**config.mk**
```make
export PLATFORM = sky130hd
export DESIGN_NAME = table_dfa_token_scanner_unit
export DESIGN_NICKNAME = d
export VERILOG_FILES = /design/src/tdts_pkg.sv /design/src/table_dfa_token_scanner_unit.sv /design/src/tdts_step.sv /design/src/tdts_fifo.sv
export SDC_FILE = /design/constraint.sdc
export NUM_CORES = 1
export LEC_CHECK = 0
export BUFFER_PORTS_ARGS = -buffer_cell sky130_fd_sc_hd__buf_4
export CELL_PAD_IN_SITES_DETAIL_PLACEMENT = 1
export CELL_PAD_IN_SITES_GLOBAL_PLACEMENT = 1
export CORE_MARGIN = 2
export CORE_UTILIZATION = 48
export CTS_BUF_LIST = sky130_fd_sc_hd__clkbuf_16
export CTS_CLUSTER_SIZE = 14
export DETAILED_ROUTE_END_ITERATION = 12
export PLACE_DENSITY_LB_ADDON = 0.08
export SYNTH_ARGS = -nofsm -noshare
export SYNTH_HDL_FRONTEND = slang
export SYNTH_HIERARCHICAL = 1
export SYNTH_SLANG_ARGS = --single-unit
```
**constraint.sdc**
```tcl
create_clock -name clk -period 19.16 [get_ports clk]
set_clock_uncertainty 0.1 [all_clocks]
set_input_delay 0.958 -clock clk [delete_from_list [all_inputs] [get_ports clk]]
set_output_delay 0.958 -clock clk [all_outputs]
set_load 0.1 [all_outputs]
```
**src/tdts_pkg.sv**
```systemverilog
// shared types and constants for the table dfa token scanner
package tdts_pkg;

  localparam int MaxTokenChars = 8;
  localparam int TextW         = 64;
  localparam int CountW        = 4;
  localparam int KindW         = 5;
  localparam int FifoDepth     = 4;
  localparam int PtrW          = $clog2(FifoDepth);

  // token kinds
  localparam logic [KindW-1:0] KInt     = 5'd0;
  localparam logic [KindW-1:0] KDefine  = 5'd1;
  localparam logic [KindW-1:0] KIf      = 5'd2;
  localparam logic [KindW-1:0] KWhile   = 5'd3;
  localparam logic [KindW-1:0] KFunc    = 5'd4;
  localparam logic [KindW-1:0] KReturn  = 5'd5;
  localparam logic [KindW-1:0] KIdent   = 5'd6;
  localparam logic [KindW-1:0] KPlus    = 5'd7;
  localparam logic [KindW-1:0] KMinus   = 5'd8;
  localparam logic [KindW-1:0] KStar    = 5'd9;
  localparam logic [KindW-1:0] KSlash   = 5'd10;
  localparam logic [KindW-1:0] KLParen  = 5'd11;
  localparam logic [KindW-1:0] KRParen  = 5'd12;
  localparam logic [KindW-1:0] KLBrace  = 5'd13;
  localparam logic [KindW-1:0] KRBrace  = 5'd14;
  localparam logic [KindW-1:0] KLBrack  = 5'd15;
  localparam logic [KindW-1:0] KRBrack  = 5'd16;
  localparam logic [KindW-1:0] KAssign  = 5'd17;
  localparam logic [KindW-1:0] KGt      = 5'd18;
  localparam logic [KindW-1:0] KLt      = 5'd19;
  localparam logic [KindW-1:0] KGe      = 5'd20;
  localparam logic [KindW-1:0] KLe      = 5'd21;
  localparam logic [KindW-1:0] KNe      = 5'd22;
  localparam logic [KindW-1:0] KEq      = 5'd23;
  localparam logic [KindW-1:0] KSemi    = 5'd24;
  localparam logic [KindW-1:0] KUnknown = 5'd25;
  localparam logic [KindW-1:0] KBadChar = 5'd26;
  localparam logic [KindW-1:0] KEnd     = 5'd27;

  typedef struct packed {
    logic [KindW-1:0]  kind;
    logic [TextW-1:0]  text;
    logic [CountW-1:0] length;
    logic              too_long;
    logic              last;
  } result_t;

endpackage

```
**src/table_dfa_token_scanner_unit.sv**
```systemverilog
// top level of the table dfa token scanner
// Token scanner that takes one character per transaction and returns finished tokens.
// A character enters an input register, then one pass through the class decode,
// the eight-state transition table and the keyword/operator compare updates the
// open token and pushes zero, one or two tokens into a four-entry result queue.
// A new character is taken every cycle while the queue has room for two tokens;
// a character that ends a token and also yields a bad-character token, and an end
// of input with a token still open, each give two tokens. Leading blanks give no
// token. A token keeps its first eight characters; longer ones are flagged too_long
// and never match a keyword or operator. The character that ends a token is scanned
// again as the start of the next one. last_of_run marks the final token caused by
// one character transaction. No clearing pass is needed after reset.
module table_dfa_token_scanner_unit (
  input  logic                              clk,
  input  logic                              rst,
  input  logic                              in_valid,
  output logic                              in_ready,
  input  logic [7:0]                        char_code,
  input  logic                              end_of_input,
  output logic                              out_valid,
  input  logic                              out_ready,
  output logic [tdts_pkg::KindW-1:0]        token_kind,
  output logic [tdts_pkg::TextW-1:0]        token_text,
  output logic [tdts_pkg::CountW-1:0]       token_length,
  output logic                              too_long,
  output logic                              last_of_run
);

  // input register
  logic       q_valid;
  logic [7:0] q_char;
  logic       q_eoi;

  logic              room;
  logic              fire;
  logic [1:0]        res_count;
  tdts_pkg::result_t res_first, res_second, out_item;

  // the step runs whenever a character is held and the queue can take two tokens
  assign fire     = q_valid && room;
  assign in_ready = !q_valid || fire;

  always_ff @(posedge clk) begin
    if (rst) begin
      q_valid <= 1'b0;
    end else if (in_valid && in_ready) begin
      q_valid <= 1'b1;
    end else if (fire) begin
      q_valid <= 1'b0;
    end
  end

  // payload needs no reset
  always_ff @(posedge clk) begin
    if (in_valid && in_ready) begin
      q_char <= char_code;
      q_eoi  <= end_of_input;
    end
  end

  tdts_step u_step (
    .clk          (clk),
    .rst          (rst),
    .fire         (fire),
    .char_code    (q_char),
    .end_of_input (q_eoi),
    .res_count    (res_count),
    .res_first    (res_first),
    .res_second   (res_second)
  );

  tdts_fifo u_fifo (
    .clk         (clk),
    .rst         (rst),
    .push_count  (res_count),
    .push_first  (res_first),
    .push_second (res_second),
    .room        (room),
    .out_valid   (out_valid),
    .out_ready   (out_ready),
    .out_item    (out_item)
  );

  assign token_kind   = out_item.kind;
  assign token_text   = out_item.text;
  assign token_length = out_item.length;
  assign too_long     = out_item.too_long;
  assign last_of_run  = out_item.last;

  // an end of input transaction always produces at least the end marker
  a_eoi_emits: assert property (@(posedge clk) disable iff (rst)
    (fire && q_eoi) |-> (res_count != 2'd0))
    else $error("end of input produced no token");

endmodule

```
**src/tdts_step.sv**
```systemverilog
// scan state, character classes, transition table and token kind decode
module tdts_step (
  input  logic                clk,
  input  logic                rst,
  input  logic                fire,
  input  logic [7:0]          char_code,
  input  logic                end_of_input,
  output logic [1:0]          res_count,
  output tdts_pkg::result_t   res_first,
  output tdts_pkg::result_t   res_second
);

  typedef enum logic [2:0] {
    ClsBlank, ClsDigit, ClsLetter, ClsAngle, ClsEquals, ClsSign, ClsBang, ClsOther
  } char_class_t;

  typedef enum logic [7:0] {
    SIdle   = 8'b0000_0001,
    SNumber = 8'b0000_0010,
    SWord   = 8'b0000_0100,
    SRel    = 8'b0000_1000,
    SRel2   = 8'b0001_0000,
    SBang   = 8'b0010_0000,
    SNoteq  = 8'b0100_0000,
    SPunct  = 8'b1000_0000
  } scan_state_t;

  typedef struct packed {
    logic        done;
    scan_state_t nxt;
  } step_t;

  localparam logic [tdts_pkg::TextW-1:0] KwDefine = 64'h0000_656E_6966_6564;
  localparam logic [tdts_pkg::TextW-1:0] KwIf     = 64'h0000_0000_0000_6669;
  localparam logic [tdts_pkg::TextW-1:0] KwWhile  = 64'h0000_0065_6C69_6877;
  localparam logic [tdts_pkg::TextW-1:0] KwFunc   = 64'h0000_0000_636E_7566;
  localparam logic [tdts_pkg::TextW-1:0] KwReturn = 64'h0000_6E72_7574_6572;

  function automatic step_t next_of(scan_state_t st, char_class_t cls);
    step_t r;
    r.done = 1'b1;
    r.nxt  = SIdle;
    case (st)
      SIdle: begin
        r.done = 1'b0;
        case (cls)
          ClsDigit:            r.nxt = SNumber;
          ClsLetter:           r.nxt = SWord;
          ClsAngle, ClsEquals: r.nxt = SRel;
          ClsSign:             r.nxt = SPunct;
          ClsBang:             r.nxt = SBang;
          default:             r.done = 1'b1;
        endcase
      end
      SNumber: begin
        if (cls == ClsDigit) begin
          r.done = 1'b0;
          r.nxt  = SNumber;
        end
      end
      SWord: begin
        if (cls == ClsDigit || cls == ClsLetter) begin
          r.done = 1'b0;
          r.nxt  = SWord;
        end
      end
      SRel: begin
        if (cls == ClsEquals) begin
          r.done = 1'b0;
          r.nxt  = SRel2;
        end
      end
      SRel2: begin
        if (cls == ClsEquals) begin
          r.done = 1'b0;
          r.nxt  = SRel;
        end
      end
      SBang: begin
        if (cls == ClsEquals) begin
          r.done = 1'b0;
          r.nxt  = SNoteq;
        end
      end
      default: r.done = 1'b1;
    endcase
    return r;
  endfunction

  scan_state_t                   scan_state, scan_state_next;
  logic [tdts_pkg::TextW-1:0]    text_store, text_store_next;
  logic [tdts_pkg::CountW-1:0]   text_count, text_count_next;
  logic                          overflow_mark, overflow_mark_next;

  char_class_t                   cls;
  step_t                         cur_step, start_step;
  logic [tdts_pkg::KindW-1:0]    kind;
  logic                          plain;
  logic                          start_open;
  tdts_pkg::result_t             flush_res, bad_res, end_res;
  logic [1:0]                    n;

  // character class
  always_comb begin
    cls = ClsOther;
    if (char_code >= 8'h30 && char_code <= 8'h39) begin
      cls = ClsDigit;
    end else if ((char_code >= 8'h61 && char_code <= 8'h7A) ||
                 (char_code >= 8'h41 && char_code <= 8'h5A)) begin
      cls = ClsLetter;
    end else if (char_code == 8'h3C || char_code == 8'h3E) begin
      cls = ClsAngle;
    end else if (char_code == 8'h3D) begin
      cls = ClsEquals;
    end else if (char_code == 8'h2B || char_code == 8'h2D || char_code == 8'h2A ||
                 char_code == 8'h2F || char_code == 8'h3B || char_code == 8'h28 ||
                 char_code == 8'h29 || char_code == 8'h7B || char_code == 8'h7D ||
                 char_code == 8'h5B || char_code == 8'h5D) begin
      cls = ClsSign;
    end else if (char_code == 8'h21) begin
      cls = ClsBang;
    end else if (char_code == 8'h20 || char_code == 8'h0A || char_code == 8'h09) begin
      cls = ClsBlank;
    end
  end

  assign cur_step   = next_of(scan_state, cls);
  assign start_step = next_of(SIdle, cls);
  assign start_open = (cls != ClsBlank) && (cls != ClsOther);

  // kind of the open token
  always_comb begin
    plain = !overflow_mark;
    kind  = tdts_pkg::KUnknown;
    if (scan_state == SNumber) begin
      kind = tdts_pkg::KInt;
    end else if (plain && text_store == KwDefine &&
                 text_count == tdts_pkg::CountW'(6)) begin
      kind = tdts_pkg::KDefine;
    end else if (plain && text_store == KwIf && text_count == tdts_pkg::CountW'(2)) begin
      kind = tdts_pkg::KIf;
    end else if (plain && text_store == KwWhile &&
                 text_count == tdts_pkg::CountW'(5)) begin
      kind = tdts_pkg::KWhile;
    end else if (plain && text_store == KwFunc && text_count == tdts_pkg::CountW'(4)) begin
      kind = tdts_pkg::KFunc;
    end else if (plain && text_store == KwReturn &&
                 text_count == tdts_pkg::CountW'(6)) begin
      kind = tdts_pkg::KReturn;
    end else if (scan_state == SWord) begin
      kind = tdts_pkg::KIdent;
    end else if (plain && text_count == tdts_pkg::CountW'(1)) begin
      case (text_store[7:0])
        8'h2B:   kind = tdts_pkg::KPlus;
        8'h2D:   kind = tdts_pkg::KMinus;
        8'h2A:   kind = tdts_pkg::KStar;
        8'h2F:   kind = tdts_pkg::KSlash;
        8'h28:   kind = tdts_pkg::KLParen;
        8'h29:   kind = tdts_pkg::KRParen;
        8'h7B:   kind = tdts_pkg::KLBrace;
        8'h7D:   kind = tdts_pkg::KRBrace;
        8'h5B:   kind = tdts_pkg::KLBrack;
        8'h5D:   kind = tdts_pkg::KRBrack;
        8'h3D:   kind = tdts_pkg::KAssign;
        8'h3E:   kind = tdts_pkg::KGt;
        8'h3C:   kind = tdts_pkg::KLt;
        8'h3B:   kind = tdts_pkg::KSemi;
        default: kind = tdts_pkg::KUnknown;
      endcase
    end else if (plain && text_count == tdts_pkg::CountW'(2)) begin
      case (text_store[15:0])
        16'h3D3E: kind = tdts_pkg::KGe;
        16'h3D3C: kind = tdts_pkg::KLe;
        16'h3D21: kind = tdts_pkg::KNe;
        16'h3D3D: kind = tdts_pkg::KEq;
        default:  kind = tdts_pkg::KUnknown;
      endcase
    end
  end

  always_comb begin
    flush_res.kind     = kind;
    flush_res.text     = text_store;
    flush_res.length   = text_count;
    flush_res.too_long = overflow_mark;
    flush_res.last     = 1'b0;

    bad_res.kind     = tdts_pkg::KBadChar;
    bad_res.text     = tdts_pkg::TextW'(char_code);
    bad_res.length   = tdts_pkg::CountW'(1);
    bad_res.too_long = 1'b0;
    bad_res.last     = 1'b0;

    end_res.kind     = tdts_pkg::KEnd;
    end_res.text     = '0;
    end_res.length   = '0;
    end_res.too_long = 1'b0;
    end_res.last     = 1'b0;
  end

  // one step of the scanner
  always_comb begin
    scan_state_next    = scan_state;
    text_store_next    = text_store;
    text_count_next    = text_count;
    overflow_mark_next = overflow_mark;
    res_first          = '0;
    res_second         = '0;
    n                  = 2'd0;

    if (end_of_input) begin
      if (scan_state != SIdle) begin
        res_first  = flush_res;
        res_second = end_res;
        n          = 2'd2;
      end else begin
        res_first = end_res;
        n         = 2'd1;
      end
      scan_state_next    = SIdle;
      text_store_next    = '0;
      text_count_next    = '0;
      overflow_mark_next = 1'b0;
    end else if (scan_state == SIdle || cur_step.done) begin
      if (scan_state != SIdle) begin
        // token ends here, ending char is rescanned from idle
        res_first          = flush_res;
        n                  = 2'd1;
        scan_state_next    = SIdle;
        text_store_next    = '0;
        text_count_next    = '0;
        overflow_mark_next = 1'b0;
      end
      if (cls == ClsOther) begin
        if (n == 2'd1) begin
          res_second = bad_res;
        end else begin
          res_first = bad_res;
        end
        n = n + 2'd1;
      end else if (start_open) begin
        scan_state_next    = start_step.nxt;
        text_store_next    = tdts_pkg::TextW'(char_code);
        text_count_next    = tdts_pkg::CountW'(1);
        overflow_mark_next = 1'b0;
      end
    end else begin
      if (text_count < tdts_pkg::CountW'(tdts_pkg::MaxTokenChars)) begin
        for (int i = 0; i < tdts_pkg::MaxTokenChars; i++) begin
          if (text_count == tdts_pkg::CountW'(i)) begin
            text_store_next[8*i +: 8] = char_code;
          end
        end
        text_count_next = text_count + tdts_pkg::CountW'(1);
      end else begin
        overflow_mark_next = 1'b1;
      end
      scan_state_next = cur_step.nxt;
    end

    if (n == 2'd1) begin
      res_first.last = 1'b1;
    end else if (n == 2'd2) begin
      res_second.last = 1'b1;
    end
    res_count = fire ? n : 2'd0;
  end

  always_ff @(posedge clk) begin
    if (rst) begin
      scan_state    <= SIdle;
      text_store    <= '0;
      text_count    <= '0;
      overflow_mark <= 1'b0;
    end else if (fire) begin
      scan_state    <= scan_state_next;
      text_store    <= text_store_next;
      text_count    <= text_count_next;
      overflow_mark <= overflow_mark_next;
    end
  end

  a_eoi_clears: assert property (@(posedge clk) disable iff (rst)
    (fire && end_of_input) |=> (scan_state == SIdle && text_count == '0))
    else $error("end of input did not return the scanner to idle");

  a_count_bound: assert property (@(posedge clk) disable iff (rst)
    (text_count <= tdts_pkg::CountW'(tdts_pkg::MaxTokenChars)) &&
    ((scan_state == SIdle) == (text_count == '0)))
    else $error("held character count out of step with scan state");

endmodule

```
**src/tdts_fifo.sv**
```systemverilog
// result queue taking up to two tokens per cycle and giving one
module tdts_fifo (
  input  logic              clk,
  input  logic              rst,
  input  logic [1:0]        push_count,
  input  tdts_pkg::result_t push_first,
  input  tdts_pkg::result_t push_second,
  output logic              room,
  output logic              out_valid,
  input  logic              out_ready,
  output tdts_pkg::result_t out_item
);

  tdts_pkg::result_t           entries [tdts_pkg::FifoDepth];
  logic [tdts_pkg::PtrW-1:0]   wr_ptr, rd_ptr;
  logic [tdts_pkg::PtrW:0]     count, count_next;
  logic                        pop;

  assign out_valid = (count != '0);
  assign pop       = out_valid && out_ready;
  assign out_item  = entries[rd_ptr];
  assign room      = (count <= (tdts_pkg::PtrW + 1)'(tdts_pkg::FifoDepth - 2));

  always_comb begin
    count_next = count + (tdts_pkg::PtrW + 1)'(push_count);
    if (pop) begin
      count_next = count_next - (tdts_pkg::PtrW + 1)'(1);
    end
  end

  always_ff @(posedge clk) begin
    if (push_count != 2'd0) begin
      entries[wr_ptr] <= push_first;
    end
    if (push_count == 2'd2) begin
      entries[wr_ptr + tdts_pkg::PtrW'(1)] <= push_second;
    end
  end

  always_ff @(posedge clk) begin
    if (rst) begin
      wr_ptr <= '0;
      rd_ptr <= '0;
      count  <= '0;
    end else begin
      wr_ptr <= wr_ptr + tdts_pkg::PtrW'(push_count);
      if (pop) begin
        rd_ptr <= rd_ptr + tdts_pkg::PtrW'(1);
      end
      count <= count_next;
    end
  end

  a_no_overfill: assert property (@(posedge clk) disable iff (rst)
    (push_count != 2'd0) |-> room)
    else $error("tokens pushed without room in the result queue");

  a_count_bound: assert property (@(posedge clk) disable iff (rst)
    count <= (tdts_pkg::PtrW + 1)'(tdts_pkg::FifoDepth))
    else $error("result queue count beyond depth");

endmodule

```
# Word-level counts from Yosys, hierarchy flattened
# Memory sizes are Yosys's and may differ from the RTL's. A register that Yosys moved wholly into a read port is not among the register bits.
# Index checks and enable logic that the tools add are counted.
[classes] muxes=89 eq_ne=68 n_addsub=7 reduce_logical=64 magnitude_cmp=8
[ops] op="2-to-1 mux 75 bit" count=11
[ops] op="2-to-1 mux 64 bit" count=6
[ops] op="== test 8 x 6 -> 1 bit (second input constant)" count=23
[ops] op="== test 64 x 47 -> 1 bit (second input constant)" count=2
[ops] op="2-to-1 mux 8 bit" count=13
[ops] op="one-hot mux 5 bit (14 select lines)" count=1
[ops] op="== test 16 x 14 -> 1 bit (second input constant)" count=4
[ops] op="== test 64 x 15 -> 1 bit (second input constant)" count=1
[ops] op="== test 64 x 31 -> 1 bit (second input constant)" count=1
[ops] op="== test 64 x 39 -> 1 bit (second input constant)" count=1
[ops] op="== test 8 x 7 -> 1 bit (second input constant)" count=8
[ops] op="one-hot mux 8 bit (6 select lines)" count=1
[ops] op="2-to-1 mux 5 bit" count=9
[ops] op="2-to-1 mux 9 bit" count=5
[ops] op="one-hot mux 8 bit (5 select lines)" count=1
[ops] op="nonzero test 3 bit" count=11
[ops] op="== test 8 x 4 -> 1 bit (second input constant)" count=3
[ops] op="2-to-1 mux 3 bit" count=8
[ops] op="2-to-1 mux 4 bit" count=6
[ops] op="AND reduction 3 bit" count=8
[ops] op="logical AND 1 bit" count=19
[ops] op="2-to-1 mux 2 bit" count=9
[ops] op="logical OR 1 bit" count=17
[ops] op="2-to-1 mux 1 bit" count=17
[ops] op="other kinds (34)" count=51
[totals] word_cells=254 in_bits=13 mem_count=1 ramBits=300 regBits=94
[memory_table] name="u_fifo.entries" depth=4 width=75 rd=1 rd_clocked_by_memory_dff=1 wr=2 line="tdts_fifo.sv:14" text="tdts_pkg::result_t entries [tdts_pkg::FifoDepth];"

# Logic depth before layout (Yosys ltp)
[depth] depth_word=31 depth_mapped=16 ltp_nobuf=15

# Modules after synthesis
# The synthesis kept the hierarchy.
[by_module_without_submodules] mod="tdts_fifo" seq_area_each_um2=9188.8 instances=1 area_per_inst_um2=14834.2 cells_per_inst=777
[by_module_without_submodules] mod="tdts_step" seq_area_each_um2=1541.5 instances=1 area_per_inst_um2=5836.8 cells_per_inst=755
[by_module_without_submodules] mod="table_dfa_token_scanner_unit" seq_area_each_um2=290.3 instances=1 area_per_inst_um2=332.8 cells_per_inst=15

# Worst setup path after synthesis
# Ideal clock, no wire load.
[synth_timing] kind="register -> register" from="reg q_char[7]" to="mem u_fifo/entries[0][0] (netlist name), enable pin" stages_incl_launch_ff=10 arrival_ps=8191 synth_period_minus_slack_ps=8910 setup_slack_ps=10250 required_ps=18441 setup_time_ps=619 cell_sequence="edfxtp_1 or3b_1 nor3_1 a21o_1 nor3_1 ha_1 nand2_1 a21boi_0 nor2_1 o31ai_1"
[synth_rtl] element="from (decl)" line="table_dfa_token_scanner_unit.sv:31" text="logic [7:0] q_char;"
[synth_rtl] element="from (signal assigned)" line="table_dfa_token_scanner_unit.sv:56" text="q_char <= char_code;"
[synth_rtl] element="to (decl)" line="tdts_fifo.sv:14"

==> impl_metrics.py <==
metrics = {
    "placed_design": {
        "io_buffers": 89,
        "dp.final_hpwl_um": 36040,
        "gp_congestion": 0.9314,
    },
    "synth": {
        "synth_edf_count": 309,
        "synth_top_area_share_pct": 44.18,
        "yosysTopAreaCell": "edfxtp_1",
        "syn_area_sq_um": 21000,
        "ys_ff_latch": 396,
        "syn_inst": 1547,
        "ys.flop_type": "edfxtp_1",
        "synth_warnings": 6,
        "yosysSeqAreaShare_pct": 52.47,
        "ys_types": 93,
        "synth_area_per_cell_sq_um": 13.58,
        "synthMostInstantiatedCell": "edfxtp_1",
        "synthTopCellsByArea": "edfxtp_1, mux2_2, dfxtp_1, mux4_2, mux2_1",
        "synthTopCellsByCount": "edfxtp_1, mux2_2, mux2_1",
        "async_flop_share_pct": 0,
    },
    "hold_path": {
        "hold_class": "reg2reg",
    },
    "global_routing": {
        "first_global_vias": 14026,
        "grt_usage_pct": 25.14,
        "grt_max_degree": 75,
        "antenna_found_initial": 0,
        "grt_overflow": 0,
        "grt_pass1_wl_um": 86010,
    },
    "clock_network": {
        "cts.repair.resized": 0,
        "cts_buffer_depth": 3,
        "insertion_delay_ns": 0.57,
        "cts.sink_count": 396,
        "cts_buffers": 45,
        "hold_buffers": 0,
        "cts_tree": "built",
        "cts_setup_buffers": 0,
        "clk_pin_slew_ns": 0.06,
        "htree_levels": 2,
        "cts_root_buffer": "clkbuf_16",
    },
    "worst_setup_path": {
        "critPathMaxStageDelay_ns": 0.64,
        "critical_path_class": "reg2reg",
        "critical_path.endpoint_type": "register",
        "slowest_stage": "buf_4",
        "cp_cell_sequence": "or3_1 > o221ai_2 > o21ai_1 > nor3_1 > ha_1 > nand2_1 > nand2_1 > and2_1 > nor2b_1 > nand3_4 > o31ai_4 > buf_4 > buf_4",
        "critPathArrivalTime_ns": 5.84,
        "cp.required_ns": 19.25,
        "cp_max_fo": 41,
        "cp-start-kind": "register",
        "critPathBufInv": 2,
        "critPathTopFamily": "simple AND/OR/NAND/NOR gates",
    },
    "sta": {
        "slew_headroom_pct": 24.76,
        "worst_pin_slew_ns": 1.125,
        "fin_tns_setup_ns": 0,
        "rsz0062_at_grt": "no",
        "setup_violations": 0,
        "hold_violations": 0,
        "min_period_over_period_pct": 30.01,
        "fmax_ghz": 0.1739,
        "drv_slew": 0,
        "min_period_ns": 5.749,
    },
    "layout": {
        "drive_gt1_share_pct": 31.31,
        "n_antenna_cell": 0,
        "multi_input_area_sq_um": 9164,
        "final_nets": 1624,
        "synthToLayoutAreaGrowth_pct": 10.43,
        "area.sequential_sq_um": 11030,
        "fill_cells": 4309,
        "fin_util_pct": 53.73,
    },
    "floorplanning": {
        "num_rows": 76,
        "io_pins": 90,
        "coreArea_sq_um": 43170,
        "die_w_um": 213.2,
        "die_area_sq_um": 45450,
        "start_util_pct": 48.65,
        "die_y_um": 213.2,
    },
    "detailed_routing": {
        "drc": 0,
        "wirelength_um": 55810,
        "drt_iter0_markers": 881,
        "vias_per_cell": 5.937,
        "ant_nets": 0,
        "vias": 13181,
        "dr.pass1.iters": 5,
        "wl_per_cell_um": 25.14,
    },
    "power_and_ir_drop": {
        "vdd_ir_drop_max_uv": 94.26,
        "p_leak_nw": 8.553,
        "p_per_area_nw_per_um2": 111.5,
    },
    "flow_run": {
        "max_cap_viol_count": 0,
    },
    "status": {
        "status": "finished, final reports clean",
    },
}
## metal layers
layer | vias up | wire, um | track usage, %
met2 | 264 | 27530 | 42.46
li1 | 6020 | - | -
met4 | 0 | 1264 | 7.375
met5 | - | 0 | 0
met3 | 79 | 2062 | 2.971
met1 | 6818 | 24950 | 34.21
## area by class of cell
| class | instances | share of cell area, % |
|---|---|---|
| clock buffer | 46 | 4.963 |
| sequential | 396 | 47.55 |
| timing repair buffer | 111 | 3.593 |
| multi-input combinational | 1017 | 39.51 |
| inverter | 31 | 0.5017 |
| tap | 585 | 3.156 |
| clock inverter | 34 | 0.7336 |
## worst min-delay path, cell delays in order (launching register included)
cell and delay, ns:
dfxtp_1 0.32, nand2b_1 0.07, a22oi_1 0.05
## path summary, 6_finish.rpt
| path | from | slack, ns | to | cells after the start |
|---|---|---|---|---|
| max | q_char[3]$_DFFE_PP_ | 13.41 | u_fifo/entries[0][37]$_DFFE_PP_ | 13 |
| min | u_step/text_store[61]$_SDFFE_PP0P_ | 0.40 | u_step/text_store[61]$_SDFFE_PP0P_ | 2 |
| max reg2reg | q_char[3]$_DFFE_PP_ | 13.41 | u_fifo/entries[0][37]$_DFFE_PP_ | 13 |
| min reg2reg | u_step/text_store[61]$_SDFFE_PP0P_ | 0.40 | u_step/text_store[61]$_SDFFE_PP0P_ | 2 |
## registers in the layout, summed over array words and instances, names as in the netlist, named ones only
register,cells
u_step/overflow_mark,1
q_char,8
u_fifo/entries,300
u_fifo/rd_ptr,2
q_eoi,1
u_fifo/count,3
u_step/text_store,64
q_valid,1
u_step/text_count,4
u_step/scan_state,8
u_fifo/wr_ptr,2
## cell usage in the layout (no fill, tap or decap), types with 15 or more instances in the layout
| cell type | netlist | final |
|---|---|---|
| edfxtp_1 | 309 | 309 |
| mux2_2 | 209 | 209 |
| buf_4 | 86 | 111 |
| mux2_1 | 91 | 91 |
| dfxtp_1 | 87 | 85 |
| mux4_2 | 75 | 75 |
| conb_1 | 1 | 61 |
| and3_1 | 58 | 58 |
| nand2_1 | 57 | 57 |
| nor2_1 | 53 | 51 |
| clkbuf_16 | 0 | 46 |
| inv_1 | 31 | 42 |
| nor3_1 | 42 | 42 |
| a21oi_1 | 40 | 40 |
| nand2b_1 | 30 | 30 |
| nor4_1 | 19 | 19 |
| a221oi_1 | 17 | 17 |
| o21ai_0 | 16 | 16 |
| nand3_1 | 16 | 15 |
| a22o_1 | 15 | 15 |
## through the flow
| step | worst slack [ns] | area (sq um) | total power [W] | instances | hold slack [ns] |
|---|---|---|---|---|---|
| after floorplan | 10.25 | 21230 | 0.001671 | 1607 | 0.3568 |
| after global placement | 13.50 | 21870 | 0.001818 | 2140 | 0.3877 |
| after detailed placement | 13.36 | 21870 | 0.001825 | 2140 | 0.3927 |
| after CTS | 13.32 | 23190 | 0.002613 | 2220 | 0.4034 |
| after global routing | 12.96 | 23190 | 0.002675 | 2220 | 0.4235 |
| final | 13.41 | 23190 | 0.002586 | 2220 | 0.3989 |
## cells by family after synthesis
group           share of synthesized area [%]
flops                                   52.47
buf+inv                                 5.320
xor+xnor                               0.2502
other cells                           0.01785
compound gates                          6.166
mux                                     24.24
fa+ha+maj                              0.5719
simple gates                            10.97
## where the power goes
part | switching [W] | internal, W | leakage [nW]
Combinational | 0.000582 | 0.000199 | 4.29
Sequential | 0.0000431 | 0.000975 | 3.57
Clock | 0.000341 | 0.000445 | 0.700
Total | 0.000967 | 0.00162 | 8.55
Note: power is estimated with default switching activity, not from simulation.
